**src/hw/rtl/efa_fifo.sv**
```systemverilog
`default_nettype none

module efa_fifo #(
   parameter int WIDTH = 8,
   parameter int DEPTH = 2,
   localparam int PW = (DEPTH > 1) ? $clog2(DEPTH) : 1
) (
   input  wire logic             clock,
   input  wire logic             reset,
   input  wire logic             push,
   input  wire logic [WIDTH-1:0] push_data,
   output logic                  full,
   input  wire logic             pop,
   output logic                  valid,
   output logic      [WIDTH-1:0] pop_data
);

   logic [WIDTH-1:0] entry_ff [DEPTH];
   logic [PW-1:0]    wr_ptr_ff, wr_ptr_in;
   logic [PW-1:0]    rd_ptr_ff, rd_ptr_in;
   logic [PW:0]      count_ff, count_in;

   assign full     = (count_ff == (PW + 1)'(DEPTH));
   assign valid    = (count_ff != '0);
   assign pop_data = entry_ff[rd_ptr_ff];

   always_comb begin
      wr_ptr_in = wr_ptr_ff;
      rd_ptr_in = rd_ptr_ff;
      count_in  = count_ff;
      if (push) begin
         wr_ptr_in = (wr_ptr_ff == PW'(DEPTH - 1)) ? '0 : wr_ptr_ff + 1'b1;
      end
      if (pop) begin
         rd_ptr_in = (rd_ptr_ff == PW'(DEPTH - 1)) ? '0 : rd_ptr_ff + 1'b1;
      end
      if (push && !pop) begin
         count_in = count_ff + 1'b1;
      end else if (pop && !push) begin
         count_in = count_ff - 1'b1;
      end
   end

   always_ff @(posedge clock) begin
      if (reset) begin
         wr_ptr_ff <= '0;
         rd_ptr_ff <= '0;
         count_ff  <= '0;
      end else begin
         wr_ptr_ff <= wr_ptr_in;
         rd_ptr_ff <= rd_ptr_in;
         count_ff  <= count_in;
      end
   end

   always_ff @(posedge clock) begin
      if (push) begin
         entry_ff[wr_ptr_ff] <= push_data;
      end
   end

endmodule

`default_nettype wire

```
**config.mk**
```make
export PLATFORM = sky130hd
export DESIGN_NAME = efa_fifo
export DESIGN_NICKNAME = d
export VERILOG_FILES = /design/src/hw/rtl/efa_fifo.sv
export SDC_FILE = /design/constraint.sdc
export NUM_CORES = 1
export LEC_CHECK = 0
export BUFFER_PORTS_ARGS = -buffer_cell sky130_fd_sc_hd__buf_2
export CAP_MARGIN = 20
export CELL_PAD_IN_SITES_DETAIL_PLACEMENT = 0
export CELL_PAD_IN_SITES_GLOBAL_PLACEMENT = 1
export CORE_MARGIN = 10
export CORE_UTILIZATION = 43
export DETAILED_ROUTE_END_ITERATION = 8
export PLACE_DENSITY = 0.81
export SYNTH_ARGS = -nofsm -noshare
export SYNTH_HDL_FRONTEND = slang
export SYNTH_SLANG_ARGS = --single-unit
```
**constraint.sdc**
```tcl
create_clock -name clock -period 3.4 [get_ports clock]
set_input_delay 0 -clock clock [delete_from_list [all_inputs] [get_ports clock]]
set_output_delay 0 -clock clock [all_outputs]
set_load 0.01 [all_outputs]
```
==> metrics.txt <==
status=completed; slew margin rel.=0.540; crit-path max FO=8; startpoint types=flop; unrepaired setup endpoints after global routing=false; DIE HEIGHT=roughly 63 um; Critical R2R Launch=wr_ptr_ff; CP Depth=2; Final ANT Viol Nets=0; flop2flop setup slack=2.14 ns; Die X=between 60 and 70 um; initial core utilization=0.455; routed len/inst=13.4 um; DR WL met2=between 800 and 900 um; Setup Viol. Count Final=0; Clk Latency, worst-skew pair=~0.29 ns; met3 WL post-DR=just under 60 um; vias per cell=between 4 and 5; pin count of the biggest net entering global routing=12; CP max stage delay=~0.56 ns; TNS Setup=0 ns; CTS Buf Count=3; fin nets=96; flops & latches, synth=21; uppermost layer routed=met4; CTS tree=yes; # rows=15; gpl congestion=0.666; Avg Inst Size Synth=between 15 and 20 um^2; sequential share of the synthesized area=0.739; critical path's slowest cell=dfxtp_1; H-Tree Depth=1; via count=between 400 and 500; post-synth cell types=16; Power, Total=500 uW; CP endpoint kind=output port; CP cell instances=mux2_2, buf_2; Buf/Inv on CP=1; Slew Limit Fails=0; Die ar.=0.00394 mm^2; leakage power=between 0.4 and 0.5 nW; vias in the first global route=528; initial antenna violation count=0; first-pass detailed-route iteration total=4; # fillers=145; GR Overflow Total=0; Reg clk slew, reported paths=~0.11 ns; Synth Net Count=60; Core ar.=roughly 0.0017 mm^2; Final min period=about 1.4 ns; I/O pin count=22; Max VDD drop=roughly 0.00030 V; Reg area=between 500 and 600 um^2; area of the multi-input gates=between 150 and 200 um^2; first-pass GRT wire length=~2300 um; CP delay by family, top=flip-flops; wl on met1=about 560 um; clock tree buffer depth=2; CP arrival=~1.4 ns; post-CTS setup buffers=0; # DRC=0; # diodes=0; Syn Std Cell Area=about 790 um^2; CP required=~3.4 ns; fraction of layout instances using a drive strength above 1=0.415; Peak Freq=between 700 and 800 MHz; final number of hold-violating endpoints=0; reg2reg end=entry_ff[0][1]; DRT iter0 DRCs=6; Tcrit/Tclk final=0.401; Tightest Hold Check Type=input pin to flop; CTS Sinks=21; Port Buffers=21; total wire length=~1400 um; R2R cell count=1; Worst setup endpoint=pop_data[7]; Layout area overhead=34.1%; CTS Root Cell=clkbuf_4; detailed placer's ending HPWL=between 900 and 1000 um; Post-Syn Instances=between 40 and 50; CP Class=flop to output port; post-layout util=0.610; Layout Skew=approximately 0.0055 ns; gr usage total=0.0752; synth warn=0; worst-margin pin slew=roughly 0.69 ns; PD cells=between 400 and 500 mW/mm^2; Max-Cap Viols=0
## metrics by stage
stage               area, um^2  hold slack [ns]  setup WS [ns]  cells
CTS                       1050            0.420           2.00    107
floorplan                  786           0.0691           2.31     47
global placement           917            0.191           2.15     92
global route              1050            0.424           1.96    107
detailed placement         917            0.193           2.15     92
finish                    1050            0.426           2.04    107
## how the worst min path moves through the flow
stage / slack (ns) / from / end / depth (start not counted)
floorplan: 0.07 / reset / count_ff[1] / 1
global placement: 0.19 / push_data[3] / entry_ff[1][3] / 1
detailed placement: 0.19 / push_data[3] / entry_ff[1][3] / 1
CTS: 0.42 / push_data[4] / entry_ff[1][4] / 2
global route: 0.42 / push_data[0] / entry_ff[0][0] / 2
finish: 0.43 / push_data[0] / entry_ff[1][0] / 2
## cells in the mapped netlist
master,n,area share
xnor2_1,2,0.022
or2_2,1,0.0080
mux2_2,8,0.11
edfxtp_1,16,0.61
a21oi_1,1,0.0064
ha_1,1,0.016
nor2_1,4,0.019
nor2b_1,1,0.0080
o21ai_0,1,0.0064
dfxtp_1,5,0.13
and2_1,1,0.0080
inv_1,1,0.0048
buf_2,1,0.0064
and2b_2,1,0.011
or3_1,1,0.0080
xor2_1,2,0.022
## cell families after synthesis
group / Yosys count / synth area share
compound gates: 2 / 0.0127
xor+xnor: 4 / 0.0446
simple gates: 9 / 0.0621
flops: 21 / 0.739
mux: 8 / 0.115
buf+inv: 2 / 0.0111
fa+ha+maj: 1 / 0.0159
## timing repair
item | 4_1_cts | 5_1_grt
resized for setup | 0 | 0
hold endpoints to repair | 21 | 0
endpoints found under the setup margin | 0 | 0
hold buffers | 11 | 0
## area by class of cell
cell class	count	area share
Tap cell	25	0.0297
Sequential cell	21	0.551
Timing Repair Buffer	32	0.204
Multi-Input combinational cell	24	0.186
Inverter	1	0.00356
Clock buffer	4	0.0249
## metal layers
metal / track usage / vias up
li1: - / 239
met1: 0.0667 / 228
met2: 0.144 / 10
met3: 0.0251 / 2
met4: 0.0419 / 0
met5: 0 / -
## state kept, by name, summed over array words and instances, names as in the netlist, named ones only
register	flops
rd_ptr_ff	1
count_ff	2
wr_ptr_ff	1
entry_ff	16
## power breakdown
| group | internal, mW | total [mW] | switching [mW] |
|---|---|---|---|
| logic | 0.0446 | 0.0791 | 0.0345 |
| clock network | 0.0456 | 0.114 | 0.0684 |
| registers | 0.296 | 0.307 | 0.0107 |
| total | 0.386 | 0.500 | 0.114 |
## layout by cell type, fill, tap and decap left out, drive strengths merged
cell type and count:
xor2 2, buf 21, and2 1, inv 1, nor2 4, ha 1
dfxtp 5, or3 1, mux2 8, o21ai 1, edfxtp 16, xnor2 2
nor2b 1, clkbuf 4, or2 1, a21oi 1, dlygate4sd3 11, and2b 1
No activity file was read; power rests on OpenSTA's default activity.
