==> config.mk <==
export PLATFORM = sky130hd
export DESIGN_NAME = efa_ram
export DESIGN_NICKNAME = d
export VERILOG_FILES = /design/src/hw/rtl/efa_ram.sv
export SDC_FILE = /design/constraint.sdc
export NUM_CORES = 1
export LEC_CHECK = 0
export BUFFER_PORTS_ARGS = -buffer_cell sky130_fd_sc_hd__clkbuf_2
export CAP_MARGIN = 20
export CORE_MARGIN = 10
export CORE_UTILIZATION = 55
export DETAILED_ROUTE_END_ITERATION = 8
export GPL_TIMING_DRIVEN = 0
export PLACE_DENSITY_LB_ADDON = 0.15
export SLEW_MARGIN = 15
export SYNTH_ARGS = -nofsm -noshare
export SYNTH_HDL_FRONTEND = slang
export SYNTH_SLANG_ARGS = --single-unit
==> constraint.sdc <==
create_clock -name clock -period 5.5 [get_ports clock]
set_input_delay 1.1 -clock clock [delete_from_list [all_inputs] [get_ports clock]]
set_output_delay 1.1 -clock clock [all_outputs]
set_load 0.05 [all_outputs]
==> src/hw/rtl/efa_ram.sv <==
`default_nettype none

module efa_ram #(
   parameter int WIDTH = 8,
   parameter int DEPTH = 16,
   localparam int AW = (DEPTH > 1) ? $clog2(DEPTH) : 1
) (
   input  wire logic             clock,
   input  wire logic             wr_en,
   input  wire logic [AW-1:0]    wr_addr,
   input  wire logic [WIDTH-1:0] wr_data,
   input  wire logic             rd_en,
   input  wire logic [AW-1:0]    rd_addr,
   output logic      [WIDTH-1:0] rd_data
);

   logic [WIDTH-1:0] mem_ff [DEPTH];
   logic [WIDTH-1:0] rd_data_ff;

   always_ff @(posedge clock) begin
      if (wr_en) begin
         mem_ff[wr_addr] <= wr_data;
      end
      if (rd_en) begin
         rd_data_ff <= mem_ff[rd_addr];
      end
   end

   assign rd_data = rd_data_ff;

endmodule

`default_nettype wire

==> flow_metrics.tcl, run 1 <==
set metrics [dict create \
    outcome "finished, final reports clean" \
    ant_nets 0 \
    cts_htree_levels 4 \
    clkTransAtPathRegs_ps 60 \
    dr_total_vias 2374 \
    synth-seq-cells 136 \
    ir_drop_mv 0.2372 \
    r2r_start "mem_ff[4][0]$_DFFE_PP_" \
    gp_congestion 0.7115 \
    drive_above_1_share 0.3066 \
    startpoint "wr_addr[2]" \
    mostFrequentLayoutCells "edfxtp_1 (136), clkbuf_2 (25), mux4_2 (18)" \
    leakage_nw 2.052 \
    hold_start "mem_ff[11][1]$_DFFE_PP_" \
    placementRows 35 \
    root_buffer "clkbuf_8" \
    cts_resized 0 \
    syn_area_sq_mm 0.005228 \
    grt_pass1_wl_um 14790 \
    hold_viol 0 \
    antenna_found_initial 0 \
    core_sq_mm 0.009240 \
    cp_max_fo 8 \
    cp-start-kind "input port" \
    arrival_ps 2390 \
    pin_count 27 \
    fin_crit_ps 2266 \
    netlist_instances 229 \
    post-cts-setup-buffers 0 \
    globalRoute.totalOverflow 0 \
    p_int_mw 1.898 \
    clock_latency_ps 500 \
    cap_violations 0 \
    vias_per_cell 5.707 \
    cp-end-kind "register" \
    wl_um 9705 \
    yosysTopAreaCellShare 0.7812 \
    synthTopCellsByArea "edfxtp_1 (78%), mux4_2 (7.8%), mux4_1 (7.0%), a22oi_1 (2.3%), nor2_1 (0.93%)" \
    grt_use_total 0.1445 \
    combPwrFrac 0.053 \
    port_buffers 25 \
    first_global_vias 2451 \
    die_area_sq_mm 0.01380 \
    postCtsHoldBufs 0 \
    power_mw 2.378 \
    clock-sinks 136 \
    area_growth_pct 16.90 \
    maxSlewHeadroom 0.4282 \
    max_freq_mhz 441.4 \
    syn-num-nets 248 \
    synth_area_per_cell_sq_um 22.83 \
    antenna_cells 0 \
    hp-class "register to register" \
    period_share 0.4119 \
    wl_per_cell_um 23.33 \
    clock_skew_ps 5.085 \
    cts_buffers 17 \
    drc_errors 0 \
    die_x_um 117.5 \
    worstMarginPinSlew_ps 854.6 \
    yosys_warnings 0 \
    fp.dieH_um 117.5 \
    clock_path_buffers 2 \
    yosys.area.top_type "edfxtp_1" \
    cts_tree "yes" \
    swShare 0.2019 \
    start_util 0.5657 \
    rsz0062_at_grt "false" \
    first_pass_iters 4 \
    drtIter0Drc 133 \
    finalSetupTns_ps 0 \
    fin_nets 294 \
    critical_path_required_ps 5630 \
    dp_hpwl_um 6254 \
    critPathKind "input port to register" \
    grt_start_max_net_pins 17 \
    ys_seq_area_frac 0.7812 \
    slew_viol_final 0 \
    power_switching_uw 480.0 \
    ys_types 18 \
    clockPowerShare 0.454 \
    finalSetupViolations 0 \
    p_seq_frac 0.494 \
    final_common_cell "edfxtp_1" \
    power.density_mw_per_mm2 389.1 \
]
## per-stage QoR
step / hold WS [ps] / setup WS, ps / utilization / instance area, sq um / std cells
4_1_cts: 775.8 / 3244 / 0.6613 / 6111 / 416
2_1_floorplan: 704.8 / 2907 / - / 5228 / 229
6_report: 777.1 / 3234 / 0.6613 / 6111 / 416
3_3_place_gp: 737.4 / 2374 / 0.5968 / 5514 / 383
5_1_grt: 824.8 / 3155 / 0.6613 / 6111 / 416
3_5_place_dp: 762.4 / 2713 / 0.5992 / 5537 / 385
## final timing paths
| kind | to | slack (ps) | depth (start not counted) |
|---|---|---|---|
| worst max-delay path | mem_ff[2][5]$_DFFE_PP_ | 3230 | 3 |
| worst min-delay path | rd_data[1]$_DFFE_PP_ | 780 | 3 |
| worst max register to register | rd_data[0]$_DFFE_PP_ | 3930 | 3 |
| worst min register to register | rd_data[1]$_DFFE_PP_ | 780 | 3 |
## power by group through the flow
stage	combinational, mW	clock (mW)	sequential, mW
after floorplan	0.0589	0	1.21
after global placement	0.124	0	1.19
after detailed placement	0.128	0	1.19
after CTS	0.128	1.09	1.17
after global routing	0.137	1.14	1.17
final	0.126	1.08	1.17
## state kept, by name, summed over array words and instances, names as in the netlist
name,count
rd_data,8
mem_ff,128
## critical path, cell delays in order
cell and delay [ps]:
clkbuf_2 100, or3b_2 530, nor2_1 650
## layout make-up
cell class                 instances  area [sq um]
clock buffer                      18         417.9
tap                              129         161.4
buffer                            10         86.33
sequential                       136          4084
multi-input combinational         83          1067
fill                             596          3129
timing repair buffer              27         137.6
clock inverter                    13         156.4
## kinds of logic after synthesis
group / after synthesis / share of synthesized area
DFF: 136 / 0.7812
and+or+nand+nor: 35 / 0.03136
muxes: 32 / 0.1479
AOI/OAI and AO/OA: 16 / 0.02298
buffers and inverters: 10 / 0.01651
## cells in the mapped netlist (all sizes together)
master,count
nor2,13
and2,1
a22oi,16
buf,7
clkdlybuf4s25,3
mux4,32
nor3,4
edfxtp,136
nand3,1
nand2b,2
nor2b,1
nand3b,2
and2b,1
nand2,9
or3b,1
## per-layer routing
metal	routed length (um)	track usage
met2	4742	0.2154
met3	860	0.05612
met5	0	0
met4	82	0.04173
met1	4020	0.1931
(Power assumes the default switching activity.)
==> inputs of run 2 (changes only) <==
--- a/config.mk
+++ b/config.mk
@@ -8,7 +8,7 @@
 export BUFFER_PORTS_ARGS = -buffer_cell sky130_fd_sc_hd__clkbuf_2
 export CAP_MARGIN = 20
 export CORE_MARGIN = 10
-export CORE_UTILIZATION = 55
+export CORE_UTILIZATION = 54
 export DETAILED_ROUTE_END_ITERATION = 8
 export GPL_TIMING_DRIVEN = 0
 export PLACE_DENSITY_LB_ADDON = 0.15
==> constraint.sdc (replaced) <==
create_clock -name clock -period 1.97 [get_ports clock]
set_input_delay 0.394 -clock clock [delete_from_list [all_inputs] [get_ports clock]]
set_output_delay 0.394 -clock clock [all_outputs]
set_load 0.05 [all_outputs]
==> flow_metrics.tcl, run 2 (synthesis results as in run 1) <==
set metrics [dict create \
    outcome "finished, final reports clean" \
    hp-class "input port to register" \
    pin_count 27 \
    clock_path_buffers 2 \
    critical_path_required_ps 2210 \
    antenna_cells 0 \
    globalRoute.totalOverflow 0 \
    ant_nets 0 \
    fin_util 0.6453 \
    area_growth_pct 15.15 \
    placementRows 35 \
    postCtsHoldBufs 0 \
    port_buffers 25 \
    root_buffer "clkbuf_8" \
    dp_hpwl_um 6130 \
    period_share 0.8089 \
    drive_above_1_share 0.2947 \
    top_register "mem_ff" \
    die_area_sq_mm 0.01402 \
    gp_congestion 0.7253 \
    crit_buf_inv 0 \
    antenna_found_initial 0 \
    cap_violations 0 \
    drtIter0Drc 178 \
    wl_um 9532 \
    vias_per_cell 5.681 \
    cp_max_fo 1 \
    path_cells "mux4_1 > a22oi_1 > nand2_1" \
    critPathKind "register to register" \
    slowest_stage "mux4_1" \
    cp-start-kind "register" \
    maxSlewHeadroom 0.4272 \
    whs_ps 243.1 \
    clock_skew_ps 9.363 \
    cts_buffers 17 \
    mostFrequentLayoutCells "edfxtp_1 (136), clkbuf_2 (25), mux4_2 (18)" \
    wl_per_cell_um 23.02 \
    dr_total_vias 2352 \
    max_freq_mhz 627.5 \
    clock-sinks 136 \
    die_x_um 118.4 \
    slew_viol_final 0 \
    first_global_vias 2504 \
    grt_pass1_wl_um 14800 \
    crit_family "multiplexers" \
    largest_register_ff_count 128 \
    power_mw 6.200 \
    ir_drop_mv 0.5467 \
    core_sq_mm 0.009328 \
    rsz0062_at_grt "false" \
    cp-end-kind "register" \
    first_pass_iters 4 \
    grt_use_total 0.1438 \
    finalSetupViolations 0 \
    post-cts-setup-buffers 0 \
    finalSetupTns_ps 0 \
    arrival_ps 1840 \
    max_stage_delay_ps 550 \
    cts_resized 0 \
    clkTransAtPathRegs_ps 60 \
    worstMarginPinSlew_ps 856.0 \
    fp.dieH_um 118.4 \
    start_util 0.5604 \
    leakage_nw 1.998 \
    drc_errors 0 \
    fin_nets 292 \
    fin_crit_ps 1594 \
    power.density_mw_per_mm2 1030 \
    reg2reg_slack_ps 380 \
    grt_start_max_net_pins 17 \
    fill_cells 639 \
    clock_latency_ps 510 \
    cts_htree_levels 4 \
    cts_tree "yes" \
    final_common_cell "edfxtp_1" \
    hold_viol 0 \
]
==> run 2: report_power, final <==
group | switching [mW] | total, mW | internal (mW)
logic | 0.224 | 0.349 | 0.125
registers | 0.0137 | 3.28 | 3.26
clock network | 1.07 | 2.57 | 1.51
==> run 2: metal layers <==
metal / vias up / share of wire / global-route usage
met5: - / 0 / 0
met4: 0 / 0.0084 / 0.05038
met3: 7 / 0.072 / 0.05426
met2: 67 / 0.48 / 0.2142
met1: 1204 / 0.43 / 0.1906
li1: 1074 / - / -
==> run 2: cell type report <==
type / count / area [sq um] / area share
Clock buffer: 20 / 425.4 / 0.07067
Multi-Input combinational cell: 83 / 1077 / 0.1790
Timing Repair Buffer: 25 / 125.1 / 0.02079
Tap cell: 129 / 161.4 / 0.02681
Buffer: 10 / 86.33 / 0.01434
Sequential cell: 136 / 4084 / 0.6784
Clock inverter: 11 / 60.06 / 0.009977
==> run 2: worst paths after layout <==
kind	from	to	cells after the start
min reg2reg	mem_ff[11][4]$_DFFE_PP_	rd_data[4]$_DFFE_PP_	3
min	rd_en	rd_data[3]$_DFFE_PP_	1
max	mem_ff[4][0]$_DFFE_PP_	rd_data[0]$_DFFE_PP_	3
max reg2reg	mem_ff[4][0]$_DFFE_PP_	rd_data[0]$_DFFE_PP_	3
==> run 2: through the flow <==
stage          area [sq um]  setup WS (ps)  instances
6_report               6020          376.4        414
5_1_grt                6020          342.0        414
4_1_cts                6020          355.4        414
3_5_place_dp           5534         -116.7        383
3_3_place_gp           5514         -484.3        383
2_1_floorplan          5228          83.13        229
==> inputs of run 3 (changes only) <==
--- a/config.mk
+++ b/config.mk
@@ -8,7 +8,7 @@
 export BUFFER_PORTS_ARGS = -buffer_cell sky130_fd_sc_hd__clkbuf_2
 export CAP_MARGIN = 20
 export CORE_MARGIN = 10
-export CORE_UTILIZATION = 54
+export CORE_UTILIZATION = 55
 export DETAILED_ROUTE_END_ITERATION = 8
 export GPL_TIMING_DRIVEN = 0
 export PLACE_DENSITY_LB_ADDON = 0.15
==> constraint.sdc (replaced) <==
create_clock -name clock -period 1.5 [get_ports clock]
set_input_delay 0.3 -clock clock [delete_from_list [all_inputs] [get_ports clock]]
set_output_delay 0.3 -clock clock [all_outputs]
set_load 0.05 [all_outputs]
==> flow_metrics.tcl, run 3 (synthesis results as in run 1) <==
set metrics [dict create \
    cts_buffers 17 \
    dp_slack_ps -470.9 \
    fill_cells 620 \
    critPathKind "register to register" \
    grt_start_max_net_pins 17 \
    routedLengthMet1_um 4152 \
    grt_use_total 0.1509 \
    largest_register_ff_count 128 \
    postCtsHoldBufs 0 \
    port_buffers 25 \
    globalRoute.totalOverflow 0 \
    hold_viol 0 \
    fin_cells 414 \
    period_share 0.9923 \
    placementRows 35 \
    cp-start-kind "register" \
    antenna_found_initial 0 \
    vias_per_cell 5.768 \
    drtIter0Drc 208 \
    mostFrequentLayoutCells "edfxtp_1 (136), mux4_2 (32), clkbuf_2 (25)" \
    ant_nets 0 \
    critical_path_required_ps 1750 \
    top_register "mem_ff" \
    slowest_stage "mux4_2" \
    wl_met2_um 4993 \
    cap_violations 0 \
    dr_total_vias 2388 \
    path_cells "mux4_2 > a22oi_2 > nand2_1" \
    dr_wl_met3_um 582 \
    pin_count 27 \
    fin_nets 293 \
    start_util 0.5657 \
    outcome "finished, final reports clean" \
    setup_ws_ps 11.53 \
    grt_pass1_wl_um 15440 \
    wl_um 9906 \
    max_freq_mhz 671.8 \
    fp.dieH_um 117.5 \
    leakage_nw 1.969 \
    antenna_cells 0 \
    worstMarginPinSlew_ps 837.2 \
    final_common_cell "edfxtp_1" \
    wl_per_cell_um 23.93 \
    dp_hpwl_um 6314 \
    root_buffer "clkbuf_8" \
    maxSlewHeadroom 0.4398 \
    first_pass_iters 4 \
    cp_max_fo 1 \
    cts_tree "yes" \
    place_inst 384 \
    die_x_um 117.5 \
    fin_util 0.6555 \
    clock_path_buffers 2 \
    cts_htree_levels 4 \
    drc_errors 0 \
    topRoutingLayerUsed "met4" \
    clock_latency_ps 510 \
    rsz0062_at_grt "true" \
    ff_latch_area_sq_mm 0.004084 \
    clkTransAtPathRegs_ps 60 \
    hp-class "input port to register" \
    power.density_mw_per_mm2 1378 \
    drive_above_1_share 0.3684 \
    whs_ps 153.8 \
    ir_drop_mv 0.9090 \
    arrival_ps 1730 \
    gp_congestion 0.8126 \
    clock_skew_ps 6.804 \
    finalSetupTns_ps 0 \
    slew_viol_final 0 \
    clock-sinks 136 \
    area_growth_pct 15.87 \
    core_sq_mm 0.009240 \
    max_stage_delay_ps 530 \
    fin_crit_ps 1488 \
    die_area_sq_mm 0.01380 \
    first_global_vias 2588 \
    multi_input_area_sq_mm 0.001055 \
    cp-end-kind "register" \
    finalSetupViolations 0 \
]
[run 3: changes by cell type in the layout (fill, tap and decap cells not counted), sizes merged]
cell,previous run,this run
bufinv,0,1
clkbuf,45,44
buf,7,8
clkinv,8,7
[run 3: cell type report]
type                       count  area share
sequential                   136      0.6742
clock inverter                11     0.01405
timing repair buffer          26     0.02148
buffer                        10     0.01983
clock buffer                  19     0.06961
tap                          129     0.02665
multi-input combinational     83      0.1741
[run 3: final timing paths]
path	from	endpoint	slack, ps	depth (start not counted)
worst min-delay path	rd_en	rd_data[1]$_DFFE_PP_	150	1
worst max-delay path	mem_ff[3][3]$_DFFE_PP_	rd_data[3]$_DFFE_PP_	10	3
worst max register to register	mem_ff[3][3]$_DFFE_PP_	rd_data[3]$_DFFE_PP_	10	3
worst min register to register	mem_ff[14][2]$_DFFE_PP_	rd_data[2]$_DFFE_PP_	750	3
[run 3: where the power goes]
| part | switching (mW) | internal (mW) |
|---|---|---|
| logic | 0.309 | 0.185 |
| registers | 0.0200 | 4.28 |
| clock network | 1.41 | 2.14 |
[run 3: what timing repair did]
item / CTS / global route
gates resized for setup: 5 / 3
setup endpoints to repair: 5 / 3
pin swaps: 1 / 2
buffers inserted: 0 / 0
[run 3: per-stage QoR]
stage,area [sq um],power (mW)
global placement,5504,4.852
detailed placement,5519,4.868
finish,6057,8.346
CTS,6051,8.397
global route,6057,8.638
floorplan,5218,4.679
[run 3: worst max-delay path: cells and delay by family, from the launching register on]
family | cells | cell delay, ps
muxes | 1 | 530
DFF | 1 | 360
AOI/OAI and AO/OA | 1 | 230
and+or+nand+nor | 1 | 110
[run 3: layer usage]
layer	up-vias	global-route usage
li1	1057	-
met1	1235	0.1947
met2	81	0.2350
met3	15	0.04556
met4	0	0.05873
met5	-	0
