$ cat config.mk
export PLATFORM = sky130hd
export DESIGN_NAME = efa_front
export DESIGN_NICKNAME = d
export VERILOG_FILES = /design/src/hw/rtl/efa_pkg.sv /design/src/hw/rtl/efa_front.sv
export SDC_FILE = /design/constraint.sdc
export NUM_CORES = 1
export LEC_CHECK = 0
export ABC_AREA = 1
export ABC_CLOCK_PERIOD_IN_PS = 7900
export BUFFER_PORTS_ARGS = -buffer_cell sky130_fd_sc_hd__buf_2
export CAP_MARGIN = 20
export CORE_UTILIZATION = 35
export DETAILED_ROUTE_END_ITERATION = 12
export PLACE_DENSITY = 0.67
export SLEW_MARGIN = 20
export SYNTH_ARGS = -nofsm -noshare
export SYNTH_HDL_FRONTEND = slang
export SYNTH_SLANG_ARGS = --single-unit
$ cat constraint.sdc
create_clock -name clock -period 7.9 [get_ports clock]
set_clock_uncertainty 0.15 [all_clocks]
set_input_delay 0 -clock clock [delete_from_list [all_inputs] [get_ports clock]]
set_output_delay 0 -clock clock [all_outputs]
set_load 0.02 [all_outputs]
$ cat src/hw/rtl/efa_pkg.sv
`default_nettype none

package efa_pkg;

   localparam int TS_W   = 31;
   localparam int CNT_W  = 16;
   localparam int SUM_W  = 48;
   localparam int MEAN_W = 32;
   localparam int CSR_W  = 8;
   // One store word: time sum on top, negative count, positive count at the bottom.
   localparam int WORD_W = SUM_W + 2 * CNT_W;

   localparam logic [1:0] CMD_ACCUM = 2'd0;
   localparam logic [1:0] CMD_READ  = 2'd1;
   localparam logic [1:0] CMD_CLEAR = 2'd2;

   localparam logic [2:0] STATUS_ACCEPTED      = 3'd0;
   localparam logic [2:0] STATUS_OUT_OF_BOUNDS = 3'd1;
   localparam logic [2:0] STATUS_SATURATED     = 3'd2;
   localparam logic [2:0] STATUS_PIXEL         = 3'd3;
   localparam logic [2:0] STATUS_CLEARED       = 3'd4;

   localparam logic CSR_FRAME_WIDTH  = 1'b0;
   localparam logic CSR_FRAME_HEIGHT = 1'b1;

   localparam logic [CSR_W-1:0] FRAME_SIZE_RESET = 8'd128;
   localparam logic [CNT_W:0]   COUNT_LIMIT      = 17'd65535;

   typedef enum logic [1:0] {
      OP_ACCUM,
      OP_READ,
      OP_CLEAR
   } op_kind_type;

   typedef struct packed {
      op_kind_type      kind;
      logic             out_of_bounds;
      logic             polarity;
      logic [TS_W-1:0]  timestamp;
   } op_info_type;

   typedef enum logic [2:0] {
      BK_CLEAR,
      BK_IDLE,
      BK_EXEC,
      BK_DIV,
      BK_POST
   } back_state_type;

endpackage

`default_nettype wire

$ cat src/hw/rtl/efa_front.sv
`default_nettype none

module efa_front
   import efa_pkg::*;
#(
   parameter int MAX_WIDTH  = 128,
   parameter int MAX_HEIGHT = 128,
   localparam int PIXELS = MAX_WIDTH * MAX_HEIGHT,
   localparam int AW     = (PIXELS > 1) ? $clog2(PIXELS) : 1
) (
   input  wire logic              clock,
   input  wire logic              reset,
   input  wire logic              req_valid,
   output logic                   req_stall,
   input  wire logic [1:0]        req_command,
   input  wire logic [TS_W-1:0]   req_timestamp,
   input  wire logic [7:0]        req_x_coord,
   input  wire logic [7:0]        req_y_coord,
   input  wire logic              req_polarity,
   input  wire logic              csr_write_enable,
   input  wire logic              csr_index,
   input  wire logic [CSR_W-1:0]  csr_write_data,
   input  wire logic              sweeping,
   input  wire logic              fifo_full,
   output logic                   push,
   output op_info_type            push_info,
   output logic      [AW-1:0]     push_addr
);

   logic [CSR_W-1:0] frame_width_ff, frame_width_in;
   logic [CSR_W-1:0] frame_height_ff, frame_height_in;
   logic             hold_valid_ff, hold_valid_in;
   op_info_type      hold_info_ff, hold_info_in;
   logic [AW-1:0]    hold_addr_ff, hold_addr_in;

   logic             accept;
   logic             keep;
   op_kind_type      kind;
   logic             x_ok;
   logic             y_ok;
   logic [AW-1:0]    entry;

   assign req_stall = sweeping || (hold_valid_ff && fifo_full);
   assign accept    = req_valid && !req_stall;
   assign push      = hold_valid_ff && !fifo_full;
   assign push_info = hold_info_ff;
   assign push_addr = hold_addr_ff;

   // Command 3 is taken off the channel and dropped here.
   always_comb begin
      keep = 1'b1;
      kind = OP_ACCUM;
      unique case (req_command)
         CMD_ACCUM: kind = OP_ACCUM;
         CMD_READ:  kind = OP_READ;
         CMD_CLEAR: kind = OP_CLEAR;
         default:   keep = 1'b0;
      endcase
   end

   // Checking against both the register and the build size acts as the clamp.
   assign x_ok  = (req_x_coord < frame_width_ff) && (32'(req_x_coord) < MAX_WIDTH);
   assign y_ok  = (req_y_coord < frame_height_ff) && (32'(req_y_coord) < MAX_HEIGHT);
   assign entry = AW'(AW'(req_y_coord) * AW'(MAX_WIDTH)) + AW'(req_x_coord);

   always_comb begin
      frame_width_in  = frame_width_ff;
      frame_height_in = frame_height_ff;
      if (csr_write_enable) begin
         unique case (csr_index)
            CSR_FRAME_WIDTH:  frame_width_in  = csr_write_data;
            CSR_FRAME_HEIGHT: frame_height_in = csr_write_data;
            default:          frame_width_in  = frame_width_ff;
         endcase
      end
   end

   always_comb begin
      hold_info_in = hold_info_ff;
      hold_addr_in = hold_addr_ff;
      if (accept && keep) begin
         hold_valid_in = 1'b1;
      end else if (push) begin
         hold_valid_in = 1'b0;
      end else begin
         hold_valid_in = hold_valid_ff;
      end
      if (accept) begin
         hold_info_in.kind          = kind;
         hold_info_in.out_of_bounds = !(x_ok && y_ok);
         hold_info_in.polarity      = req_polarity;
         hold_info_in.timestamp     = req_timestamp;
         hold_addr_in               = entry;
      end
   end

   always_ff @(posedge clock) begin
      if (reset) begin
         frame_width_ff  <= FRAME_SIZE_RESET;
         frame_height_ff <= FRAME_SIZE_RESET;
         hold_valid_ff   <= 1'b0;
      end else begin
         frame_width_ff  <= frame_width_in;
         frame_height_ff <= frame_height_in;
         hold_valid_ff   <= hold_valid_in;
      end
   end

   always_ff @(posedge clock) begin
      hold_info_ff <= hold_info_in;
      hold_addr_ff <= hold_addr_in;
   end

endmodule

`default_nettype wire

==> flow_summary.toml, run 1 <==
[synthesis]
syn_nets = 287
synth_top_area_share_pct = 57.12
synthCells = 206
yosysUniqueCellTypes = 20
synth_seq_cells = 66
yosysWarnings = 0
synth_area_leaders = "edfxtp_1 (57%), dfxtp_1 (13%), ha_1 (7.8%)"
yosysSeqAreaShare_pct = 70.33
yosysTopAreaCell = "edfxtp_1"
syn-cell-area_sq_mm = 0.002576
syn_avg_cell_area_sq_um = 12.51

[clocking]
postCtsSetupBuffers = 0
path_clk_slew_ns = 0.07
cts_buffer_depth = 2
clkSinkCount = 66
cts_resized = 0
root_buffer = "clkbuf_8"
hold_buffers = 74
cts_inserted_buffers = 9
clk_latency_ns = 0.33
cts_tree = "done"
ctsHtreeMaxLevel = 3

[grt]
first_global_vias = 2151
track_usage_pct = 17.21
antenna_found_initial = 0
grt_pass1_wl_mm = 9.673
overflow = 0
grt.busiest_layer = "met2"
met1_usage_pct = 17.44
use_met3_pct = 4.336
met2_usage_pct = 31.71
grt_max_degree = 51

[hold_path]
hp-class = "in -> reg"
worstHoldPathCells = 7

[route]
viasPerCell = 4.309
wl_per_cell_um = 12.76
first_iter_violations = 37
drc = 0
drtPass1Iterations = 4
ant_nets = 0
wirelength_mm = 6.444
vias = 2176

[place]
place.gp.congestion = 0.7131
port_buffers = 115
place_ws_ns = 6.191
placed_area_sq_mm = 0.003263
dp_hpwl_mm = 3.921

[power]
switching_share_pct = 22.93
vdd_drop_max_uv = 79.76
power.total_uw = 811.4
leakagePower_nw = 1.901
pwr-share-clk_pct = 36.8
combPwrFrac_pct = 14.4
power_per_cell_area_mw_per_mm2 = 192.6
p_sw_uw = 186.0
seqPwrFrac_pct = 48.8
p_int_uw = 625.3

[job]
cap_violations = 0

[finish]
final_area_sq_mm = 0.004213
area_growth_pct = 63.53
nFillCells = 553
final_common_cell = "buf_2"
antenna_cells = 0
final_net_count = 485
layout-drive-gt1-share_pct = 32.76
layout_common_cells = "buf_2 (115), dlygate4sd3_1 (74), edfxtp_1 (49)"

[floorplan]
start_util_pct = 37.10
dieArea_sq_mm = 0.007708
die_height_um = 87.80
rows = 30
top_level_ports = 116
core_area_sq_mm = 0.006944
die_w_um = 87.80

[worst_setup_path]
end_kind = "flip-flop"
rr_endpoint = "hold_valid_ff"
reg2reg_slack_ns = 5.68
critPathCapture = "hold_valid_ff"
critical_path_class = "reg -> reg"
r2r_cells = 7
critPathLaunchType = "flip-flop"
path_max_fanout = 50
crit_path_start = "hold_valid_ff"
crit_required_ns = 8.03
arrival_ns = 2.35
regToRegStartpoint = "hold_valid_ff"

[sta]
relSlewSlack_pct = 58.55
slew_violations = 0
fin_tns_setup_ns = 0
setup_viol = 0
fin_crit_sh_pct = 28.14
worst-slew-pin-transition_ns = 0.6217
fmax_ghz = 0.4498
rsz0062_at_grt = "no"
timing.final.hold_violations = 0
period_needed_ns = 2.223
fin_ws_ns = 5.677

[outcome]
status = "completed"
## layer usage
layer / wire length [um] / vias up / share of wire, %
met1: 2528 / 980 / 39
met2: 3270 / 91 / 51
met4: 128 / 0 / 2.0
met3: 515 / 11 / 8.0
li1: - / 1094 / -
met5: 0 / - / 0
## worst min path at each step
stage / start / to / slack, ns
after floorplan: reset / hold_valid_ff / -0.08
after global placement: req_timestamp[22] / push_info[22] / 0.03
after detailed placement: req_timestamp[29] / push_info[29] / 0.03
after CTS: req_x_coord[7] / push_info[32] / 0.004
after global routing: req_x_coord[7] / push_addr[8] / 0.07
final: req_x_coord[7] / push_info[32] / 0.02
## layout make-up
class                           instances  area [sq um]  area share, %
Clock buffer                           10         127.6          3.029
Sequential cell                        66          1812          43.01
Tap cell                               96         120.1          2.851
Multi-Input combinational cell        107         635.6          15.09
Inverter                               30         112.6          2.673
Timing Repair Buffer                  190          1324          31.42
Clock inverter                          6         81.33          1.931
## worst max-delay path: stages (launching register included)
cell and delay (ns):
dfxtp_1 0.33, nand2_1 0.07, nand2_1 0.09, nor2_4 0.08
buf_4 0.52, o21ai_0 0.20, a21oi_1 0.17, dlygate4sd3_1 0.56
## Yosys cell counts, drive strengths merged
cell,n
nand2,30
o21ai,15
nor2,18
edfxtp,49
clkbuf,1
nand3,4
inv,30
dfxtp,17
buf,2
xnor2,2
o21bai,1
o211ai,2
xor2,3
ha,16
a21oi,16
## power by group through the flow
stage | logic, mW | clock network, mW | registers, mW
final | 0.117 | 0.299 | 0.396
after floorplan | 0.0340 | 0 | 0.419
after global routing | 0.130 | 0.320 | 0.397
after detailed placement | 0.0862 | 0 | 0.403
after global placement | 0.0843 | 0 | 0.403
after CTS | 0.116 | 0.306 | 0.396
## state kept, by name, summed over array words and instances, names as in the netlist
name             count
frame_height_ff      8
push_info           35
hold_valid_ff        1
push_addr           14
frame_width_ff       8
## per-stage QoR
step / instances / util (%) / hold WS (ns)
floorplan: 206 / - / -0.08093
global placement: 415 / 46.99 / 0.02741
detailed placement: 415 / 46.99 / 0.02810
CTS: 505 / 60.67 / 0.003987
global route: 505 / 60.67 / 0.07012
finish: 505 / 60.67 / 0.01900
## kinds of logic (layout without fill, tap and decap cells)
logic type,after synthesis,in the layout,synth area share (%)
XOR/XNOR,5,5,1.700
adder cells (fa/ha/maj),16,16,7.771
AND/OR/NAND/NOR,52,52,7.868
buffers and inverters,33,236,5.293
flip-flops,66,66,70.33
AO/OA/AOI/OAI,34,34,7.042
(Power assumes the default switching activity.)
==> inputs of run 2 (changes only) <==
--- a/config.mk
+++ b/config.mk
@@ -6,12 +6,12 @@
 export NUM_CORES = 1
 export LEC_CHECK = 0
 export ABC_AREA = 1
-export ABC_CLOCK_PERIOD_IN_PS = 7900
+export ABC_CLOCK_PERIOD_IN_PS = 1900
 export BUFFER_PORTS_ARGS = -buffer_cell sky130_fd_sc_hd__buf_2
 export CAP_MARGIN = 20
 export CORE_UTILIZATION = 35
 export DETAILED_ROUTE_END_ITERATION = 12
-export PLACE_DENSITY = 0.67
+export PLACE_DENSITY = 0.7
 export SLEW_MARGIN = 20
 export SYNTH_ARGS = -nofsm -noshare
 export SYNTH_HDL_FRONTEND = slang
==> constraint.sdc (replaced) <==
create_clock -name clock -period 1.9 [get_ports clock]
set_clock_uncertainty 0.15 [all_clocks]
set_input_delay 0 -clock clock [delete_from_list [all_inputs] [get_ports clock]]
set_output_delay 0 -clock clock [all_outputs]
set_load 0.02 [all_outputs]
==> run 2 against run 1 <==
Utilization up 0.25 points. Critical path depth down 1. Largest power group unchanged. Final cell count up 0.20%. Critical endpoint is now frame_width_ff[7]. Combinational power rose to 4.2 times the previous value. Worst hold slack better by 0.023 ns. Global-route usage up 0.69 points. Sequential power rose to 4.2 times the previous value. Final area up 0.42%. Routed wire length about the same. Worst setup slack worse by 5.6 ns. Sequential share of layout area down 0.18 points.
==> flow_summary.toml, run 2 (synthesis gave the netlist of run 1 again) <==
[grt]
grt_pass1_wl_mm = 10.29
first_global_vias = 2276
track_usage_pct = 17.90
antenna_found_initial = 0
overflow = 0
grt_max_degree = 45

[route]
wirelength_mm = 6.449
ant_nets = 0
wl_per_cell_um = 12.75
vias = 2235
drc = 0
viasPerCell = 4.417
first_iter_violations = 46
drtPass1Iterations = 4

[sta]
fin_crit_sh_pct = 96.94
setup_viol = 0
period_needed_ns = 1.842
fmax_ghz = 0.5429
relSlewSlack_pct = 73.69
slew_violations = 0
fin_ws_ns = 0.05817
worst-slew-pin-transition_ns = 0.3937
timing.final.hold_violations = 0
fin_tns_setup_ns = 0

[worst_setup_path]
cp_top_family = "buffers and inverters"
reg2reg_slack_ns = 0.37
slowest_delay_ns = 0.56
worstPathCellList = "dlygate4sd3_1, buf_2, nand2_1, dlygate4sd3_1, o211ai_1, dlygate4sd3_1"
crit_required_ns = 1.97
worst-path-buf-inv = 4
crit_top_cell = "dlygate4sd3_1"
arrival_ns = 1.91
end_kind = "flip-flop"
critical_path_class = "in -> reg"
path_max_fanout = 2
critPathLaunchType = "input port"
slowest_stage = "dlygate4sd3_1"

[floorplan]
dieArea_sq_mm = 0.007708
die_height_um = 87.80
start_util_pct = 37.10
die_w_um = 87.80
top_level_ports = 116
rows = 30
core_area_sq_mm = 0.006944

[clocking]
clk_latency_ns = 0.33
cts_inserted_buffers = 9
cts_tree = "done"
cts_buffer_depth = 2
root_buffer = "clkbuf_8"
path_clk_slew_ns = 0.06
ctsHtreeMaxLevel = 3
clkSinkCount = 66

[finish]
final_net_count = 486
layout_common_cells = "buf_2 (115), dlygate4sd3_1 (74), edfxtp_1 (49)"
nFillCells = 549
seq_area_sq_mm = 0.001812
antenna_cells = 0
largest_reg_flops = 35
multi_input_area_sq_um = 653.1
area_growth_pct = 64.21
layout-drive-gt1-share_pct = 33.90
final_common_cell = "buf_2"

[power]
leakagePower_nw = 1.887
vdd_drop_max_uv = 301.4
power_per_cell_area_mw_per_mm2 = 757.2

[place]
port_buffers = 115
dp_hpwl_mm = 4.170
place_ws_ns = 0.3973
place.gp.congestion = 0.7468

[hold_path]
hp-class = "in -> reg"

[job]
cap_violations = 0

[outcome]
status = "completed"
[run 2: changes by cell type in the layout (fill, tap and decap cells not counted), sizes merged]
cell / change
buf: +1
bufinv: -2
clkinv: -2
clkbuf: +4
clkinvlp: +1
inv: -1
[run 2: metal layers]
| layer | part of all wire (%) | track usage, % |
|---|---|---|
| met5 | 0 | 0 |
| met3 | 7.8 | 4.336 |
| met4 | 2.4 | 9.538 |
| met2 | 51 | 32.21 |
| met1 | 39 | 19.37 |
[run 2: final timing paths]
kind / cells past startpoint / startpoint / endpoint
setup / recovery: 6 / csr_write_data[7] / frame_width_ff[7]
hold / removal: 7 / req_x_coord[7] / push_info[32]
hold reg to reg: 2 / frame_height_ff[5] / frame_height_ff[5]
setup reg to reg: 6 / hold_valid_ff / hold_valid_ff
[run 2: what timing repair did]
item	in CTS	in global routing
hold endpoints to repair	72	6
gates resized for setup	0	4
buffers inserted	0	1
setup endpoints to repair	0	9
hold buffers	75	1
[run 2: through the flow]
step | hold slack, ns | area [sq um] | cells | util (%) | total power, mW
global placement | 0.02740 | 3278 | 415 | 47.21 | 2.030
global route | 0.1053 | 4230 | 506 | 60.92 | 3.362
CTS | 0.02094 | 4214 | 506 | 60.68 | 3.226
finish | 0.04164 | 4230 | 506 | 60.92 | 3.203
floorplan | -0.08093 | 2586 | 206 | - | 1.882
detailed placement | 0.02839 | 3278 | 415 | 47.21 | 2.041
[run 2: worst min-delay path: stages]
cell and delay [ns]:
buf_2 0.13, nor2_1 0.05, nand2_1 0.05, nor2_1 0.03, nand2_1 0.05, nor2_1 0.03
nand3_1 0.06
[run 2: final cells by class]
cell class                      instances  area share (%)
Sequential cell                        66           42.83
Tap cell                               96           2.839
Clock buffer                           14           4.082
Timing Repair Buffer                  191           31.77
Clock inverter                          2          0.2958
Inverter                               30           2.751
Multi-Input combinational cell        107           15.44
[run 2: power breakdown]
part / internal, mW / total, mW / switching, mW
sequential: 1.63 / 1.65 / 0.0181
clock: 0.580 / 1.06 / 0.480
combinational: 0.249 / 0.497 / 0.248
total: 2.46 / 3.20 / 0.746
==> inputs of run 3 (changes only) <==
--- a/config.mk
+++ b/config.mk
@@ -9,9 +9,10 @@
 export ABC_CLOCK_PERIOD_IN_PS = 1900
 export BUFFER_PORTS_ARGS = -buffer_cell sky130_fd_sc_hd__buf_2
 export CAP_MARGIN = 20
-export CORE_UTILIZATION = 35
+export CORE_UTILIZATION = 42
 export DETAILED_ROUTE_END_ITERATION = 12
-export PLACE_DENSITY = 0.7
+export MAX_ROUTING_LAYER = met4
+export PLACE_DENSITY = 0.8
 export SLEW_MARGIN = 20
 export SYNTH_ARGS = -nofsm -noshare
 export SYNTH_HDL_FRONTEND = slang
==> run 3 against run 2 <==
Die area down 16%. Critical path depth up 1. Fmax down 0.40%. Combinational power down 3%. Worst setup slack worse by 0.0074 ns. Largest cell class unchanged. Utilization up 8.4 points. First-iteration DRC count up 89%. Routed wire length up 1.1%. Via count down 1.7%. Non-clock buffer count down 8. Global-route usage up 3.4 points. Final area down 3.0%. Largest power group unchanged.
==> flow_summary.toml, run 3 (synthesis gave the netlist of run 1 again) <==
[clocking]
clkSinkCount = 66
clk_latency_ns = 0.32
cts_inserted_buffers = 9
path_clk_slew_ns = 0.07
cts_buffer_depth = 2
cts_tree = "done"
ctsHtreeMaxLevel = 3
root_buffer = "clkbuf_8"

[floorplan]
dieArea_sq_mm = 0.006451
core_area_sq_mm = 0.005921
top_level_ports = 116
die_w_um = 80.32
start_util_pct = 43.51
die_height_um = 80.32
rows = 28

[place]
place_ws_ns = 0.4455
port_buffers = 115
place_inst = 394
place.gp.congestion = 0.7886
dp_hpwl_mm = 4.073

[grt]
first_global_vias = 2074
grt.busiest_layer = "met2"
grt_max_degree = 51
antenna_found_initial = 0
met2_usage_pct = 38.89
use_met3_pct = 6.136
met1_usage_pct = 22.14
overflow = 0
track_usage_pct = 21.34
grt_pass1_wl_mm = 9.722

[worst_setup_path]
worstPathCellList = "dlygate4sd3_1, buf_2, ha_2, ha_2, nand3_1, xnor2_1, dlygate4sd3_1"
end_kind = "flip-flop"
worst-path-buf-inv = 3
arrival_ns = 1.78
crit_required_ns = 1.83
critPathLaunchType = "input port"
slowest_delay_ns = 0.55
slowest_stage = "dlygate4sd3_1"
cp_top_family = "buffers and inverters"
path_max_fanout = 3
critical_path_class = "in -> reg"

[finish]
layout_common_cells = "buf_2 (115), dlygate4sd3_1 (67), edfxtp_1 (49)"
seq_area_sq_mm = 0.001812
multi_input_area_sq_um = 643.1
area_growth_pct = 59.25
final_util_pct = 69.29
largest_reg_flops = 35
antenna_cells = 0
fin_cells = 476
layout-drive-gt1-share_pct = 33.67
final_net_count = 478
final_common_cell = "buf_2"
nFillCells = 406

[power]
vdd_drop_max_uv = 470.5
leakagePower_nw = 1.848
power.total_mw = 3.207
power_per_cell_area_mw_per_mm2 = 781.7

[route]
first_iter_violations = 87
wirelength_mm = 6.517
vias = 2197
wl_per_cell_um = 13.69
ant_nets = 0
drc = 0
viasPerCell = 4.616
drtPass1Iterations = 4

[sta]
fin_crit_sh_pct = 97.33
fin_ws_ns = 0.05076
timing.final.hold_violations = 0
setup_viol = 0
fin_tns_setup_ns = 0
fmax_ghz = 0.5408
period_needed_ns = 1.849
slew_violations = 0
relSlewSlack_pct = 71.78
worst-slew-pin-transition_ns = 0.4228
rsz0062_at_grt = "no"

[job]
cap_violations = 0

[outcome]
status = "completed"

[hold_path]
hp-class = "in -> reg"
[run 3: cell types whose count changed in the layout (fill, tap and decap cells not counted), sizes merged]
cell	before	now
dlygate4sd3	74	67
clkbuf	14	11
clkinv	1	3
inv	29	30
bufinv	0	1
buf	117	116
clkinvlp	2	0
[run 3: timing repair]
item                       CTS  global route
hold buffers                67             0
setup buffers                0             0
setup endpoints to repair    0             1
resized for setup            0             2
hold endpoints to repair    66             0
[run 3: worst register-to-register path: stages, from the launching register on]
cell,delay (ns)
dfxtp_1,0.31
inv_1,0.05
ha_1,0.28
nand2_1,0.06
inv_1,0.03
o21bai_1,0.11
nand2_1,0.06
nor2_1,0.08
nand3_1,0.08
[run 3: worst paths after layout]
kind | from | end | slack [ns] | depth (start not counted)
worst max register to register | frame_width_ff[5] | push_info[32] | 0.44 | 8
worst min-delay path | csr_write_enable | frame_width_ff[2] | 0.04 | 5
worst max-delay path | req_y_coord[0] | push_addr[11] | 0.05 | 7
worst min register to register | frame_height_ff[5] | frame_height_ff[5] | 0.31 | 2
[run 3: power by group]
part,leakage (nW),internal [mW],switching [mW],total [mW]
clock,0.0906,0.591,0.487,1.08
combinational,1.16,0.235,0.245,0.480
sequential,0.599,1.63,0.0197,1.65
[run 3: layout make-up]
type                            count  share of cell area, %
Sequential cell                    66                  44.16
Timing Repair Buffer              183                  30.86
Multi-Input combinational cell    107                  15.68
Clock buffer                       11                  3.202
Inverter                           30                  2.745
Tap cell                           75                  2.287
Clock inverter                      4                  1.067
[run 3: through the flow]
stage                     hold WS [ns]  area, sq um
after floorplan               -0.08093         2586
after global placement         0.02665         3252
after detailed placement       0.02884         3252
after CTS                      0.01738         4098
after global routing           0.07695         4103
final                          0.03693         4103
[run 3: metal layers]
metal  part of all wire (%)  routed length (um)
met1                     39                2536
met2                     52                3399
met3                    7.7                 501
met5                      0                   0
met4                    1.2                  79
